### config.mk
export PLATFORM = sky130hd
export DESIGN_NAME = byte_rle_pair_decoder_flat
export DESIGN_NICKNAME = d
export VERILOG_FILES = /design/src/hdl/brpd_pkg.sv /design/src/hdl/brpd_if.sv /design/src/hdl/byte_rle_pair_decoder.sv /design/src/hdl/brpd_front.sv /design/src/hdl/brpd_queue.sv /design/src/hdl/brpd_back.sv /design/src/flat_wrapper.sv
export SDC_FILE = /design/constraint.sdc
export NUM_CORES = 1
export LEC_CHECK = 0
export ABC_CLOCK_PERIOD_IN_PS = 12700
export BUFFER_PORTS_ARGS = -buffer_cell sky130_fd_sc_hd__buf_4
export CAP_MARGIN = 10
export CORE_MARGIN = 2
export CORE_UTILIZATION = 35
export DETAILED_ROUTE_END_ITERATION = 7
export HOLD_SLACK_MARGIN = 0.06
export PLACE_DENSITY_LB_ADDON = 0.05
export SLEW_MARGIN = 40
export SYNTH_ARGS = -nofsm -noshare
export SYNTH_HDL_FRONTEND = slang
export SYNTH_SLANG_ARGS = --single-unit
### constraint.sdc
create_clock -name clk -period 12.7 [get_ports clk]
set_input_delay 0.635 -clock clk [delete_from_list [all_inputs] [get_ports clk]]
set_output_delay 0.635 -clock clk [all_outputs]
set_load 0.05 [all_outputs]
### src/hdl/brpd_pkg.sv
// Shared types and constants of the byte run-length pair decoder.
`default_nettype none

package brpd_pkg;

  // Field widths
  localparam int BYTE_W  = 8;
  localparam int WORD_W  = 64;
  localparam int NBYTE_W = 4;
  localparam int STAT_W  = 3;
  localparam int TOTAL_W = 32;

  // Defaults for top-level parameters
  localparam int DEF_BYTES_PER_WORD = 8;
  localparam int DEF_QUEUE_DEPTH    = 4;

  // Status codes of a result word
  localparam logic [STAT_W-1:0] ST_RUNNING    = 3'd0;
  localparam logic [STAT_W-1:0] ST_DONE_OK    = 3'd1;
  localparam logic [STAT_W-1:0] ST_ZERO_COUNT = 3'd2;
  localparam logic [STAT_W-1:0] ST_EXCEEDS    = 3'd3;
  localparam logic [STAT_W-1:0] ST_TRUNCATED  = 3'd4;
  localparam logic [STAT_W-1:0] ST_MISMATCH   = 3'd5;

  // Command from the classifier to the expander
  typedef struct packed {
    logic               is_run;  // 1: expand a run, 0: one status-only word
    logic [STAT_W-1:0]  status;  // status for a status-only word
    logic [BYTE_W-1:0]  value;   // run value byte
    logic [BYTE_W-1:0]  count;   // run length, never zero for a run
    logic [TOTAL_W-1:0] total;   // total before the run, or total to report
  } cmd_t;

endpackage

`default_nettype wire

### src/hdl/brpd_if.sv
// Channel interfaces: compressed input words and decoded result words.
`default_nettype none

interface brpd_in_if import brpd_pkg::*; ();
  logic              valid;
  logic              ready;
  logic              func;
  logic [BYTE_W-1:0] data_byte;

  modport source (output valid, output func, output data_byte, input ready);
  modport sink   (input valid, input func, input data_byte, output ready);
endinterface

interface brpd_out_if import brpd_pkg::*; ();
  logic               valid;
  logic               ready;
  logic [WORD_W-1:0]  data_word;
  logic [NBYTE_W-1:0] byte_count;
  logic               run_last;
  logic [STAT_W-1:0]  status;
  logic [TOTAL_W-1:0] total_bytes;

  modport source (output valid, output data_word, output byte_count, output run_last,
                  output status, output total_bytes, input ready);
  modport sink   (input valid, input data_word, input byte_count, input run_last,
                  input status, input total_bytes, output ready);
endinterface

`default_nettype wire

### src/hdl/byte_rle_pair_decoder.sv
// Top level of the byte run-length pair decoder.
//
//   channel   dir  handshake     word contents
//   in_ch     in   valid/ready   func, data_byte
//   out_ch    out  valid/ready   data_word, byte_count, run_last, status, total_bytes
//   cfg       in   cfg_we        cfg_data -> size register
//
// The classifier takes one input word per cycle while the command queue has room.
// A run of N bytes yields ceil(N / BYTES_PER_WORD) words at one word per cycle from
// the expander while the output is ready; a status-only result yields one word. A pair
// needs two input words, a count and then a value.
// Reset is synchronous and clears stream state, queue and the size register (to 0).
// Output stalls back up through the queue; input stalls when the queue is full.
`default_nettype none

module byte_rle_pair_decoder import brpd_pkg::*; #(
  parameter int BYTES_PER_WORD = DEF_BYTES_PER_WORD,
  parameter int QUEUE_DEPTH    = DEF_QUEUE_DEPTH
) (
  input  wire logic        clk,
  input  wire logic        rst,
  input  wire logic        cfg_we,
  input  wire logic [31:0] cfg_data,
  brpd_in_if.sink          in_ch,
  brpd_out_if.source       out_ch
);

  cmd_t push_cmd, head_cmd;
  logic push, full, head_valid, pop;

  brpd_front u_front (
    .clk      (clk),
    .rst      (rst),
    .cfg_we   (cfg_we),
    .cfg_data (cfg_data),
    .in_ch    (in_ch),
    .cmd_push (push),
    .cmd      (push_cmd),
    .cmd_full (full)
  );

  brpd_queue #(
    .DEPTH (QUEUE_DEPTH)
  ) u_queue (
    .clk    (clk),
    .rst    (rst),
    .push   (push),
    .wdata  (push_cmd),
    .full   (full),
    .rvalid (head_valid),
    .rdata  (head_cmd),
    .pop    (pop)
  );

  brpd_back #(
    .BYTES_PER_WORD (BYTES_PER_WORD)
  ) u_back (
    .clk       (clk),
    .rst       (rst),
    .cmd_valid (head_valid),
    .cmd       (head_cmd),
    .cmd_pop   (pop),
    .out_ch    (out_ch)
  );

endmodule

`default_nettype wire

### src/hdl/brpd_front.sv
// Classifier: takes compressed words, tracks stream state, issues commands.
`default_nettype none

module brpd_front import brpd_pkg::*; (
  input  wire logic         clk,
  input  wire logic         rst,
  input  wire logic         cfg_we,
  input  wire logic [31:0]  cfg_data,
  brpd_in_if.sink           in_ch,
  output logic              cmd_push,
  output cmd_t              cmd,
  input  wire logic         cmd_full
);

  logic [TOTAL_W-1:0] size_target;
  logic               count_pending, count_pending_next;
  logic [BYTE_W-1:0]  run_count, run_count_next;
  logic [TOTAL_W-1:0] total_count, total_count_next;
  logic [STAT_W-1:0]  error_code, error_code_next;
  logic               accept;
  logic [TOTAL_W:0]   run_sum;

  assign in_ch.ready = !cmd_full;
  assign accept      = in_ch.valid && in_ch.ready;
  assign run_sum     = {1'b0, total_count} + {{(TOTAL_W+1-BYTE_W){1'b0}}, run_count};

  // Classify the accepted word
  always_comb begin
    count_pending_next = count_pending;
    run_count_next     = run_count;
    total_count_next   = total_count;
    error_code_next    = error_code;
    cmd_push           = 1'b0;
    cmd.is_run         = 1'b0;
    cmd.status         = error_code;
    cmd.value          = in_ch.data_byte;
    cmd.count          = run_count;
    cmd.total          = total_count;
    if (accept) begin
      if (in_ch.func) begin
        // end of stream: report outcome, back to a clean stream
        cmd_push = 1'b1;
        if (error_code != ST_RUNNING) begin
          cmd.status = error_code;
        end else if (count_pending) begin
          cmd.status = ST_TRUNCATED;
        end else if (total_count != size_target) begin
          cmd.status = ST_MISMATCH;
        end else begin
          cmd.status = ST_DONE_OK;
        end
        count_pending_next = 1'b0;
        run_count_next     = '0;
        total_count_next   = '0;
        error_code_next    = ST_RUNNING;
      end else if (error_code != ST_RUNNING) begin
        // sticky error: drop data
      end else if (size_target == '0) begin
        cmd_push        = 1'b1;
        cmd.status      = ST_EXCEEDS;
        error_code_next = ST_EXCEEDS;
      end else if (!count_pending) begin
        if (in_ch.data_byte == '0) begin
          cmd_push        = 1'b1;
          cmd.status      = ST_ZERO_COUNT;
          error_code_next = ST_ZERO_COUNT;
        end else begin
          run_count_next     = in_ch.data_byte;
          count_pending_next = 1'b1;
        end
      end else begin
        count_pending_next = 1'b0;
        cmd_push           = 1'b1;
        if (run_sum > {1'b0, size_target}) begin
          cmd.status      = ST_EXCEEDS;
          error_code_next = ST_EXCEEDS;
        end else begin
          cmd.is_run       = 1'b1;
          total_count_next = run_sum[TOTAL_W-1:0];
          run_count_next   = '0;
        end
      end
    end
  end

  // Stream state and size register
  always_ff @(posedge clk) begin
    if (rst) begin
      size_target   <= '0;
      count_pending <= 1'b0;
      run_count     <= '0;
      total_count   <= '0;
      error_code    <= ST_RUNNING;
    end else begin
      if (cfg_we) begin
        size_target <= cfg_data;
      end
      count_pending <= count_pending_next;
      run_count     <= run_count_next;
      total_count   <= total_count_next;
      error_code    <= error_code_next;
    end
  end

endmodule

`default_nettype wire

### src/hdl/brpd_queue.sv
// Short command queue between classifier and expander.
`default_nettype none

module brpd_queue import brpd_pkg::*; #(
  parameter int DEPTH = DEF_QUEUE_DEPTH
) (
  input  wire logic clk,
  input  wire logic rst,
  input  wire logic push,
  input  cmd_t      wdata,
  output logic      full,
  output logic      rvalid,
  output cmd_t      rdata,
  input  wire logic pop
);

  localparam int PTR_W = (DEPTH > 1) ? $clog2(DEPTH) : 1;
  localparam int CNT_W = $clog2(DEPTH + 1);
  localparam logic [PTR_W-1:0] LAST_PTR = PTR_W'(DEPTH - 1);

  cmd_t             slots [DEPTH];
  logic [PTR_W-1:0] wr_ptr, rd_ptr;
  logic [CNT_W-1:0] fill;

  assign full   = (fill == CNT_W'(DEPTH));
  assign rvalid = (fill != '0);
  assign rdata  = slots[rd_ptr];

  // Pointers and fill level
  always_ff @(posedge clk) begin
    if (rst) begin
      wr_ptr <= '0;
      rd_ptr <= '0;
      fill   <= '0;
    end else begin
      if (push) begin
        wr_ptr <= (wr_ptr == LAST_PTR) ? '0 : wr_ptr + PTR_W'(1);
      end
      if (pop) begin
        rd_ptr <= (rd_ptr == LAST_PTR) ? '0 : rd_ptr + PTR_W'(1);
      end
      if (push && !pop) begin
        fill <= fill + CNT_W'(1);
      end else if (pop && !push) begin
        fill <= fill - CNT_W'(1);
      end
    end
  end

  // Slot storage
  always_ff @(posedge clk) begin
    if (push) begin
      slots[wr_ptr] <= wdata;
    end
  end

endmodule

`default_nettype wire

### src/hdl/brpd_back.sv
// Expander: turns commands into result words, one word per cycle while the output accepts them.
`default_nettype none

module brpd_back import brpd_pkg::*; #(
  parameter int BYTES_PER_WORD = DEF_BYTES_PER_WORD
) (
  input  wire logic clk,
  input  wire logic rst,
  input  wire logic cmd_valid,
  input  cmd_t      cmd,
  output logic      cmd_pop,
  brpd_out_if.source out_ch
);

  localparam logic [BYTE_W-1:0] BPW_B = BYTE_W'(BYTES_PER_WORD);
  localparam int LANES = WORD_W / BYTE_W;

  cmd_t               cur;
  logic               cur_valid;
  logic [BYTE_W-1:0]  left;
  logic [TOTAL_W-1:0] run_total;
  logic               emit, last_word, done;
  logic [NBYTE_W-1:0] nbytes;
  logic [WORD_W-1:0]  word;

  assign emit      = cur_valid && (!out_ch.valid || out_ch.ready);
  assign last_word = (left <= BPW_B);
  assign nbytes    = last_word ? left[NBYTE_W-1:0] : BPW_B[NBYTE_W-1:0];
  assign done      = emit && (!cur.is_run || last_word);
  assign cmd_pop   = cmd_valid && (!cur_valid || done);

  // Replicate the value into the valid lanes
  always_comb begin
    for (int i = 0; i < LANES; i++) begin
      word[BYTE_W*i +: BYTE_W] = (NBYTE_W'(i) < nbytes) ? cur.value : '0;
    end
  end

  // Current command and output valid
  always_ff @(posedge clk) begin
    if (rst) begin
      cur_valid    <= 1'b0;
      out_ch.valid <= 1'b0;
    end else begin
      if (emit) begin
        out_ch.valid <= 1'b1;
      end else if (out_ch.ready) begin
        out_ch.valid <= 1'b0;
      end
      if (cmd_pop) begin
        cur_valid <= 1'b1;
      end else if (done) begin
        cur_valid <= 1'b0;
      end
    end
  end

  // Run progress and output word
  always_ff @(posedge clk) begin
    if (cmd_pop) begin
      cur       <= cmd;
      left      <= cmd.count;
      run_total <= cmd.total;
    end else if (emit && cur.is_run) begin
      left      <= left - {{(BYTE_W-NBYTE_W){1'b0}}, nbytes};
      run_total <= run_total + {{(TOTAL_W-NBYTE_W){1'b0}}, nbytes};
    end
    if (emit) begin
      if (cur.is_run) begin
        out_ch.data_word   <= word;
        out_ch.byte_count  <= nbytes;
        out_ch.run_last    <= last_word;
        out_ch.status      <= ST_RUNNING;
        out_ch.total_bytes <= run_total + {{(TOTAL_W-NBYTE_W){1'b0}}, nbytes};
      end else begin
        out_ch.data_word   <= '0;
        out_ch.byte_count  <= '0;
        out_ch.run_last    <= 1'b1;
        out_ch.status      <= cur.status;
        out_ch.total_bytes <= cur.total;
      end
    end
  end

endmodule

`default_nettype wire

### src/flat_wrapper.sv
// flat-port wrapper written by rule: the top's interface ports become plain ports
module byte_rle_pair_decoder_flat import brpd_pkg::*;
#(
  parameter int BYTES_PER_WORD = DEF_BYTES_PER_WORD,
  parameter int QUEUE_DEPTH    = DEF_QUEUE_DEPTH
)
  (clk, rst, cfg_we, cfg_data, in_ch_valid, in_ch_func, in_ch_data_byte, in_ch_ready, out_ch_valid, out_ch_data_word, out_ch_byte_count, out_ch_run_last, out_ch_status, out_ch_total_bytes, out_ch_ready);
  brpd_in_if in_ch_i ();
  brpd_out_if out_ch_i ();
  input  wire logic clk;
  input  wire logic rst;
  input  wire logic cfg_we;
  input  wire logic [31:0] cfg_data;
  input wire logic [$bits(in_ch_i.valid)-1:0] in_ch_valid;
  input wire logic [$bits(in_ch_i.func)-1:0] in_ch_func;
  input wire logic [$bits(in_ch_i.data_byte)-1:0] in_ch_data_byte;
  output wire logic [$bits(in_ch_i.ready)-1:0] in_ch_ready;
  output wire logic [$bits(out_ch_i.valid)-1:0] out_ch_valid;
  output wire logic [$bits(out_ch_i.data_word)-1:0] out_ch_data_word;
  output wire logic [$bits(out_ch_i.byte_count)-1:0] out_ch_byte_count;
  output wire logic [$bits(out_ch_i.run_last)-1:0] out_ch_run_last;
  output wire logic [$bits(out_ch_i.status)-1:0] out_ch_status;
  output wire logic [$bits(out_ch_i.total_bytes)-1:0] out_ch_total_bytes;
  input wire logic [$bits(out_ch_i.ready)-1:0] out_ch_ready;
  assign in_ch_i.valid = in_ch_valid;
  assign in_ch_i.func = in_ch_func;
  assign in_ch_i.data_byte = in_ch_data_byte;
  assign in_ch_ready = in_ch_i.ready;
  assign out_ch_valid = out_ch_i.valid;
  assign out_ch_data_word = out_ch_i.data_word;
  assign out_ch_byte_count = out_ch_i.byte_count;
  assign out_ch_run_last = out_ch_i.run_last;
  assign out_ch_status = out_ch_i.status;
  assign out_ch_total_bytes = out_ch_i.total_bytes;
  assign out_ch_i.ready = out_ch_ready;
  byte_rle_pair_decoder #(.BYTES_PER_WORD(BYTES_PER_WORD), .QUEUE_DEPTH(QUEUE_DEPTH)) u_core (.clk(clk), .rst(rst), .cfg_we(cfg_we), .cfg_data(cfg_data), .in_ch(in_ch_i), .out_ch(out_ch_i));
endmodule
==> results of run 1 <==
-- path summary, 6_finish.rpt --
path | slack, ns | cells after the start | endpoint
worst min-delay path | 0.28 | 1 | u_core.u_queue.slots[3][46]
worst min register to register | 0.48 | 2 | register
worst max register to register | 7.20 | 19 | u_core.u_front.total_count[20]
worst max-delay path | 7.20 | 19 | u_core.u_front.total_count[20]
-- cell families after synthesis --
kind of cell / Yosys count
fa+ha+maj: 54
xor+xnor: 81
flops: 483
other cells: 1
simple gates: 412
mux: 91
buf+inv: 128
compound gates: 203
-- per-layer routing --
metal | GRT usage (%) | routed length (um)
met1 | 23.1 | 23300
met2 | 24.5 | 21400
met3 | 2.79 | 1910
met4 | 3.94 | 903
met5 | 0 | 0
-- cells in the mapped netlist, drive strengths merged, types with 6 or more instances --
master  count  area share (%)
and4       10            0.48
ha         51             3.1
inv        72             1.3
o21a        6            0.26
and3       23            0.70
and2       16            0.49
xnor2      50             2.1
nor4       17            0.58
or2         9            0.28
nand2b      6            0.18
buf        20            0.52
nor2b      30            0.92
clkbuf     36            0.66
a21o       17            0.62
nor3       14            0.34
a21oi      97             2.4
o21ai      27            0.68
mux2i      35             1.7
a22o       26             1.1
nor2      148             2.7
nand3      20            0.51
xor2       31             1.3
nand2      86             1.6
dfxtp      87             8.5
or3        10            0.31
mux4       52             5.7
edfxtp    396              58
nand4      19            0.58
-- area by class of cell --
cell class,count,area (um2)
fillers,5449,33400
flip-flops and latches,483,13600
multi-input cells,842,6360
clock buffers,69,1430
repair buffers,166,1290
well taps,765,957
clock inverters,29,309
inverters,72,270
-- registers in the layout, indices dropped and copies added, names as in the netlist, named ones only --
name                              count
u_core.u_back.run_total              32
u_core.u_front.error_code             3
u_core.u_back.out_ch.run_last         1
u_core.u_queue.wr_ptr                 2
u_core.u_back.cur                    44
u_core.u_front.count_pending          1
u_core.u_back.out_ch.data_word       64
u_core.u_front.size_target           32
u_core.u_queue.rd_ptr                 2
u_core.u_back.out_ch.valid            1
u_core.u_back.out_ch.status           3
u_core.u_back.left                    8
u_core.u_queue.fill                   3
u_core.u_back.out_ch.total_bytes     32
u_core.u_back.out_ch.byte_count       4
u_core.u_back.cur_valid               1
u_core.u_front.run_count              8
u_core.u_front.total_count           32
u_core.u_queue.slots                208
-- where the power goes --
| group | switching (mW) | internal, mW | total (mW) |
|---|---|---|---|
| clock network | 0.623 | 0.930 | 1.55 |
| registers | 0.210 | 2.24 | 2.45 |
| logic | 1.19 | 0.578 | 1.77 |
-- layout by cell type, fill, tap and decap left out, types with 6 or more instances in the layout --
| master | instances |
|---|---|
| and4_1 | 6 |
| a22o_1 | 26 |
| clkinv_1 | 14 |
| a21o_1 | 17 |
| clkinv_2 | 6 |
| edfxtp_1 | 396 |
| clkbuf_1 | 14 |
| nand2_1 | 86 |
| dfxtp_1 | 85 |
| a21oi_1 | 96 |
| mux4_2 | 52 |
| nand4_1 | 19 |
| nor4_1 | 15 |
| nand3_1 | 19 |
| ha_1 | 51 |
| xor2_1 | 31 |
| clkbuf_16 | 55 |
| mux2i_1 | 35 |
| nor2b_1 | 26 |
| inv_1 | 71 |
| or3_1 | 10 |
| o21ai_0 | 24 |
| buf_4 | 159 |
| and3_1 | 23 |
| nand2b_1 | 6 |
| or2_2 | 9 |
| bufinv_16 | 7 |
| nor3_1 | 13 |
| nor2_1 | 148 |
| xnor2_1 | 50 |
| and2_1 | 15 |
-- worst register-to-register path: stages (launching register included) --
cell	delay (ns)
dfxtp_1	0.46
ha_1	0.22
inv_1	0.05
fa_1	0.39
nand2b_1	0.18
a21oi_1	0.31
o221a_2	0.31
and3_1	0.28
nand4_1	0.14
and2_1	0.22
or2_2	0.30
ha_1	0.31
and4_1	0.23
nand2_1	0.07
nor4_1	0.58
nand3_1	0.14
nor2_1	0.28
o2111a_2	0.61
o21ai_0	0.17
a21bo_1	0.20
-- metrics by stage --
stage               cells  setup WS, ns  util (%)  hold WS (ns)  instance area, um2
floorplan            1453          7.98         -         0.442               20500
global placement     2326          6.97      38.9         0.457               22400
detailed placement   2328          7.23      39.0         0.472               22500
CTS                  2426          7.18      42.0         0.234               24200
global route         2426          6.83      42.0         0.252               24300
finish               2426          7.20      42.0         0.277               24300
==> results.py, run 1 <==
metrics = {
    "run_status": {
        "status": "finished, final reports clean",
    },
    "yosys": {
        "ys_types": 63,
        "synth_seq_cells": 483,
        "yosysWarningCount": 0,
        "syn_area_um2": 20500,
        "async_flop_share_pct": 0,
        "syn_avg_cell_area_um2": 14.1,
        "ys_seq_area_share_pct": 66.6,
        "synth_nets": 1553,
        "synth_top_family_by_area": "simple AND/OR/NAND/NOR gates",
        "synthAdderAreaFrac_pct": 3.41,
        "synth.area.mux_share_pct": 7.66,
        "syn_inst": 1453,
        "synth_top_flop_cell": "edfxtp_1",
        "yosys.area_share.simple_pct": 9.82,
        "synth-xor-area-share_pct": 3.47,
        "synth-compound-area-share_pct": 6.48,
        "synth_edf_count": 396,
    },
    "hold_path": {
        "min_from": "in_ch_data_byte[6]",
        "hold_class": "in -> reg",
    },
    "clock_tree": {
        "cts_buffer_depth": 3,
        "cts_tree": "done",
        "cts_setup_buffers": 0,
        "cts_made_buffers": 53,
        "cts_max_level": 2,
        "cts.sinks": 483,
        "path_clk_slew_ns": 0.06,
        "cts_root_buffer": "clkbuf_16",
        "cts_resized": 0,
        "clk_latency_ns": 0.60,
        "ctsHoldBuffers": 0,
    },
    "route": {
        "ant_nets": 0,
        "drt_wl_total_mm": 47.5,
        "vias_per_cell": 4.88,
        "drc": 0,
        "vias": 11800,
        "drtIter0Drc": 738,
        "drtPass1Iterations": 5,
        "post_drt_wl_per_cell_um": 19.6,
    },
    "cells_and_area": {
        "diodes": 0,
        "finalNetCount": 1718,
        "drive_gt1_share_pct": 19.7,
        "area_growth_pct": 18.6,
    },
    "global_route": {
        "grt_pass1_wl_mm": 72.7,
        "first_global_vias": 11900,
        "gr-total-overflow": 0,
        "grt_antenna_before_repair": 0,
        "grtUsageTotal_pct": 15.9,
        "grt_start_max_net_pins": 75,
    },
    "critical_path": {
        "critPathArrivalTime_ns": 6.04,
        "crit_required_ns": 13.24,
        "critPathKind": "reg -> reg",
        "critPathMaxStageDelay_ns": 0.61,
        "critPathMaxFanout": 21,
        "cpMaxStageDelayCell": "o2111a_2",
        "crit_family": "simple AND/OR/NAND/NOR gates",
        "reg2reg_from": "u_core.u_front.total_count[0]",
        "critPathLaunchType": "register",
        "path_cells": "ha_1, inv_1, fa_1, nand2b_1, a21oi_1, o221a_2, and3_1, nand4_1, and2_1, or2_2, ha_1, and4_1, nand2_1, nor4_1, nand3_1, nor2_1, o2111a_2, o21ai_0, a21bo_1",
        "crit_buf_inv": 1,
        "path_common_cell": "ha_1",
        "setup.worst_path.start": "u_core.u_front.total_count[0]",
        "setup.worst_path.end_class": "register",
    },
    "die": {
        "ioPinCount": 152,
        "dieWidth_um": 246,
        "core_um2": 57700,
        "die-area_um2": 60400,
        "die_height_um": 246,
        "start_util_pct": 35.5,
        "core.rowCount": 88,
    },
    "power": {
        "powerDensity_nw_per_um2": 238,
        "ir_worst_vdd_uv": 143,
        "power.total_mw": 5.77,
        "leakagePower_nw": 9.21,
    },
    "timing": {
        "setup_viol": 0,
        "max_slew_margin_pct": 47.6,
        "drv_slew": 0,
        "finalCriticalPeriod_ns": 5.50,
        "fmax_mhz": 182,
        "clock_skew_ns": 0.0118,
        "min_period_over_period_pct": 43.3,
        "report.final.hold_viol_count": 0,
        "worst_pin_slew_ns": 0.786,
        "tns_ns": 0,
        "rsz0062_at_grt": "false",
    },
    "place": {
        "hpwl_mm": 31.3,
        "io_buffers": 151,
        "place_congestion": 0.789,
    },
    "run": {
        "maxCapViolCount": 0,
    },
}
Power figures use the tool's default switching activity.
==> run 2, diff against run 1 <==
- ABC_CLOCK_PERIOD_IN_PS: 12700 -> 5560
- clock period: 12.7 -> 5.56 ns (I/O delays scaled with it)
==> run 2 against run 1 <==
Compared with the run above:
- count of clock-buffer cells in the layout down 6
- global-route usage up 0.14 points
- hold slack worse by 0.15 ns
- wire length up 0.99%
- die area unchanged
- first-iteration DRC count down 17%
- highest routed layer unchanged
==> results.py, run 2 (synthesis results as in run 1) <==
metrics = {
    "run": {
        "maxCapViolCount": 0,
    },
    "global_route": {
        "grt_start_max_net_pins": 74,
        "grtUsageTotal_pct": 16.0,
        "grt_pass1_wl_mm": 73.7,
        "first_global_vias": 12200,
        "gr-total-overflow": 0,
        "grt_antenna_before_repair": 0,
    },
    "cells_and_area": {
        "area_growth_pct": 21.3,
        "largestRegisters": "u_core.u_queue.slots: 208 flops, u_core.u_back.out_ch.data_word: 64 flops, u_core.u_back.cur: 44 flops",
        "layout_common_cells": "edfxtp_1, buf_4, nor2_1, a21oi_1, nand2_1",
        "regMostFlops": "u_core.u_queue.slots",
        "design_area_um2": 24800,
        "diodes": 0,
        "utilization_pct": 43.0,
        "largest_register_ffs": 208,
        "finalNetCount": 1770,
        "mostFrequentLayoutCell": "edfxtp_1",
        "drive_gt1_share_pct": 20.4,
    },
    "critical_path": {
        "setup.worst_path.start": "u_core.u_front.total_count[0]",
        "critPathArrivalTime_ns": 5.53,
        "critPathLaunchType": "register",
        "crit_buf_inv": 2,
        "critPathMaxFanout": 32,
        "crit_family": "simple AND/OR/NAND/NOR gates",
        "cpMaxStageDelayCell": "dfxtp_1",
        "setup.worst_path.end_class": "register",
        "crit_required_ns": 6.03,
        "path_common_cell": "ha_1",
        "reg2reg_from": "u_core.u_front.total_count[0]",
        "path_cells": "ha_1, inv_1, fa_1, nand2b_1, a21oi_2, o221a_2, and3_1, nand4_1, and2_1, or2_2, ha_1, and4_1, nand2_1, nor4_1, buf_4, nand3_1, nor2_1, o21ai_2, o21a_4, a22o_1",
        "critPathKind": "reg -> reg",
        "critPathMaxStageDelay_ns": 0.45,
    },
    "die": {
        "dieWidth_um": 246,
        "start_util_pct": 35.5,
        "die_height_um": 246,
        "ioPinCount": 152,
        "die-area_um2": 60400,
        "core.rowCount": 88,
        "core_um2": 57700,
    },
    "timing": {
        "rsz0062_at_grt": "false",
        "finalCriticalPeriod_ns": 5.06,
        "clock_skew_ns": 0.0163,
        "report.final.hold_viol_count": 0,
        "max_slew_margin_pct": 48.1,
        "drv_slew": 0,
        "tns_ns": 0,
        "setup_viol": 0,
        "worst_slack_ns": 0.501,
        "worst_pin_slew_ns": 0.778,
        "fmax_mhz": 198,
        "min_period_over_period_pct": 91.0,
    },
    "clock_tree": {
        "cts_tree": "done",
        "cts_buffer_depth": 3,
        "path_clk_slew_ns": 0.06,
        "cts_setup_buffers": 0,
        "cts.sinks": 483,
        "clk_latency_ns": 0.59,
        "cts_root_buffer": "clkbuf_16",
        "cts_max_level": 2,
        "cts_made_buffers": 53,
    },
    "run_status": {
        "status": "finished, final reports clean",
    },
    "route": {
        "drtIter0Drc": 612,
        "m1WireLength_mm": 23.5,
        "vias": 12000,
        "drc": 0,
        "dr.max_layer_used": "met4",
        "drtPass1Iterations": 5,
        "wl_met3_mm": 1.88,
        "drt_wl_total_mm": 48.0,
        "ant_nets": 0,
        "vias_per_cell": 4.86,
        "met2_length_mm": 21.7,
        "post_drt_wl_per_cell_um": 19.4,
    },
    "place": {
        "pre_cts_ws_ns": 0.330,
        "place_congestion": 0.808,
        "io_buffers": 151,
        "hpwl_mm": 31.7,
        "placed_area_um2": 22600,
    },
    "hold_path": {
        "min_from": "rst",
        "hold_class": "in -> reg",
    },
    "power": {
        "power.total_mw": 13.2,
        "ir_worst_vdd_uv": 304,
        "powerDensity_nw_per_um2": 533,
        "leakagePower_nw": 9.46,
    },
}
run 2: final timing paths:
path	endpoint	slack (ns)	cells past startpoint
worst min-delay path	u_core.u_front.size_target[4]	0.13	2
worst max register to register	u_core.u_front.total_count[11]	0.50	20
worst min register to register	register	0.47	2
worst max-delay path	u_core.u_front.total_count[11]	0.50	20
run 2: layout make-up:
type	count	area [um2]
inverter	72	270
fill	5321	32900
clock buffer	63	1400
tap	765	957
sequential	483	13600
clock inverter	35	405
multi-input combinational	842	6360
timing repair buffer	218	1790
run 2: what timing repair did:
action	CTS	global route
hold endpoints to repair	74	0
setup endpoints to repair	0	44
gates resized for setup	0	1
hold buffers	43	0
run 2: power breakdown:
part / internal [mW] / switching (mW)
sequential: 5.12 / 0.485
combinational: 1.33 / 2.69
clock: 2.17 / 1.44
total: 8.61 / 4.62
run 2: metrics by stage:
stage	cells	hold WS (ns)
after floorplan	1453	0.377
after global placement	2336	0.456
after detailed placement	2337	0.464
after global routing	2478	0.141
after CTS	2478	0.108
final	2478	0.131
run 2: metal layers:
metal	vias up	GRT usage, %
li1	5861	-
met1	5900	23.1
met2	225	25.0
met3	58	2.68
met4	0	4.06
met5	-	0
==> run 3, diff against run 2 <==
- ABC_CLOCK_PERIOD_IN_PS: 5560 -> 4700
- clock period: 5.56 -> 4.7 ns (I/O delays scaled with it)
==> run 3 against run 2 <==
Compared with the run above:
- first-iteration DRC count rose by 20%
- critical path depth rose by 3
- die area did not move
- hold slack improved by 0.076 ns
- sequential cell count did not move
- maximum frequency rose by 11%
- wire length rose by 0.74%
- register-to-register slack got worse by 0.35 ns
- clock skew rose by 0.0053 ns
- count of clock-buffer cells in the layout rose by 4
==> results.py, run 3 (synthesis results as in run 1) <==
metrics = {
    "run_status": {
        "status": "finished, final reports clean",
    },
    "cells_and_area": {
        "drive_gt1_share_pct": 24.0,
        "layout_common_cells": "edfxtp_1, buf_4, nor2_1, a21oi_1, nand2_1",
        "area_growth_pct": 24.6,
        "mostFrequentLayoutCell": "edfxtp_1",
        "finalNetCount": 1837,
        "design_area_um2": 25500,
        "largest_register_ffs": 208,
        "diodes": 0,
        "regMostFlops": "u_core.u_queue.slots",
        "utilization_pct": 44.2,
        "largestRegisters": "u_core.u_queue.slots: 208 flops, u_core.u_back.out_ch.data_word: 64 flops, u_core.u_back.cur: 44 flops",
    },
    "critical_path": {
        "cpMaxStageDelayCell": "o311a_1",
        "path_cells": "buf_6, ha_4, a21o_1, a21oi_2, o21bai_1, o311a_1, o21ai_2, buf_6, buf_4, nor3_1, or2_2, ha_1, and4_1, nand2_1, nor4_2, buf_4, a2111oi_4, buf_4, buf_4, o2111a_2, clkbuf_16, buf_4, a22o_1",
        "reg2reg_from": "u_core.u_front.total_count[1]",
        "critPathLaunchType": "register",
        "critPathKind": "reg -> reg",
        "crit_buf_inv": 8,
        "critPathMaxStageDelay_ns": 0.39,
        "crit_family": "compound AO/OA/AOI/OAI gates",
        "r2r_slack_ns": 0.15,
        "setup.worst_path.start": "u_core.u_front.total_count[1]",
        "critPathArrivalTime_ns": 5.03,
        "setup.worst_path.end_class": "register",
        "crit_required_ns": 5.18,
        "critPathMaxFanout": 7,
        "path_common_cell": "buf_4",
    },
    "power": {
        "powerDensity_nw_per_um2": 612,
        "power.total_mw": 15.6,
        "p_switching_mw": 5.45,
        "p_int_mw": 10.1,
        "combPwrFrac_pct": 30.9,
        "pwr-share-seq_pct": 42.4,
        "p_sw_share_pct": 34.9,
        "clock_power_share_pct": 26.7,
        "leakagePower_nw": 9.83,
        "ir_worst_vdd_uv": 372,
    },
    "global_route": {
        "grt_start_max_net_pins": 70,
        "grt_busiest_layer": "met2",
        "grtUsageTotal_pct": 16.0,
        "gr-total-overflow": 0,
        "met2_usage_pct": 24.5,
        "first_global_vias": 12300,
        "use_met3_pct": 2.75,
        "grt_antenna_before_repair": 0,
        "use_met1_pct": 23.4,
        "grt_pass1_wl_mm": 73.8,
    },
    "route": {
        "vias_per_cell": 4.83,
        "ant_nets": 0,
        "drtIter0Drc": 735,
        "drt_wl_total_mm": 48.3,
        "drtPass1Iterations": 5,
        "post_drt_wl_per_cell_um": 19.0,
        "vias": 12300,
        "drc": 0,
    },
    "place": {
        "placed_area_um2": 23000,
        "place_congestion": 0.798,
        "hpwl_mm": 32.1,
        "io_buffers": 151,
    },
    "die": {
        "start_util_pct": 35.5,
        "dieWidth_um": 246,
        "die_height_um": 246,
        "core_um2": 57700,
        "ioPinCount": 152,
        "die-area_um2": 60400,
        "core.rowCount": 88,
    },
    "clock_tree": {
        "cts_tree": "done",
        "cts_root_buffer": "clkbuf_16",
        "cts_max_level": 2,
        "path_clk_slew_ns": 0.06,
        "cts_buffer_depth": 3,
        "cts.sinks": 483,
        "cts_made_buffers": 53,
        "clk_latency_ns": 0.60,
    },
    "timing": {
        "report.final.hold_viol_count": 0,
        "fmax_mhz": 220,
        "holdWs_ns": 0.208,
        "finalCriticalPeriod_ns": 4.55,
        "setup_viol": 0,
        "min_period_over_period_pct": 96.9,
        "drv_slew": 0,
        "clock_skew_ns": 0.0216,
        "max_slew_margin_pct": 48.3,
        "worst_pin_slew_ns": 0.775,
    },
    "run": {
        "maxCapViolCount": 0,
    },
    "hold_path": {
        "min_from": "cfg_we",
        "hold_class": "in -> reg",
    },
}
==> run 3: changes by cell type in the layout (fill, tap and decap cells not counted), sizes merged <==
cell / before / now
buf: 175 / 234
bufinv: 8 / 6
clkbuf: 63 / 68
dlygate4sd3: 43 / 49
o21a: 6 / 7
clkinvlp: 5 / 2
==> run 3: area by class of cell <==
type	count	area, um2
flip-flops and latches	483	13600
multi-input cells	843	6510
fillers	5328	32200
well taps	765	957
clock inverters	30	307
inverters	72	270
clock buffers	67	1440
repair buffers	284	2350
==> run 3: per-layer routing <==
layer  up-vias  part of all wire (%)
met5         -                     0
met4         0                   2.3
met3        75                   3.9
met2       224                    45
met1      5981                    49
li1       6000                     -
==> run 3: worst min-delay path, stage by stage <==
cell and delay [ns]:
buf_4 0.28, mux2i_1 0.17, nor2_1 0.08
==> run 3: power by group through the flow <==
stage / Clock, mW / Sequential, mW / Combinational [mW]
2_1_floorplan: 0 / 7.71 / 2.27
3_3_place_gp: 0 / 6.75 / 4.77
3_5_place_dp: 0 / 6.72 / 4.84
4_1_cts: 4.31 / 6.64 / 4.89
5_1_grt: 4.46 / 6.74 / 5.24
6_report: 4.17 / 6.61 / 4.81
==> run 3: through the flow <==
| step | worst slack [ns] | setup TNS, ns | std cells |
|---|---|---|---|
| 3_5_place_dp | -0.0741 | -0.889 | 2386 |
| 2_1_floorplan | 0.0904 | 0 | 1453 |
| 5_1_grt | -0.00663 | -0.00663 | 2544 |
| 3_3_place_gp | -0.0509 | -0.475 | 2385 |
| 4_1_cts | 0.00391 | 0 | 2533 |
| 6_report | 0.146 | 0 | 2544 |
==> run 3: path summary, 6_finish.rpt <==
check        cells after the start                             end
max                             23  u_core.u_front.total_count[18]
min                              3   u_core.u_front.size_target[6]
max reg2reg                     23  u_core.u_front.total_count[18]
min reg2reg                      2                        register
==> run 3: timing repair <==
item | in CTS | in global routing
hold buffers | 49 | 0
setup endpoints to repair | 32 | 53
pin swaps | 3 | 25
cloned | 1 | 2
buffers inserted | 0 | 9
resized for setup | 4 | 32
hold endpoints to repair | 75 | 0
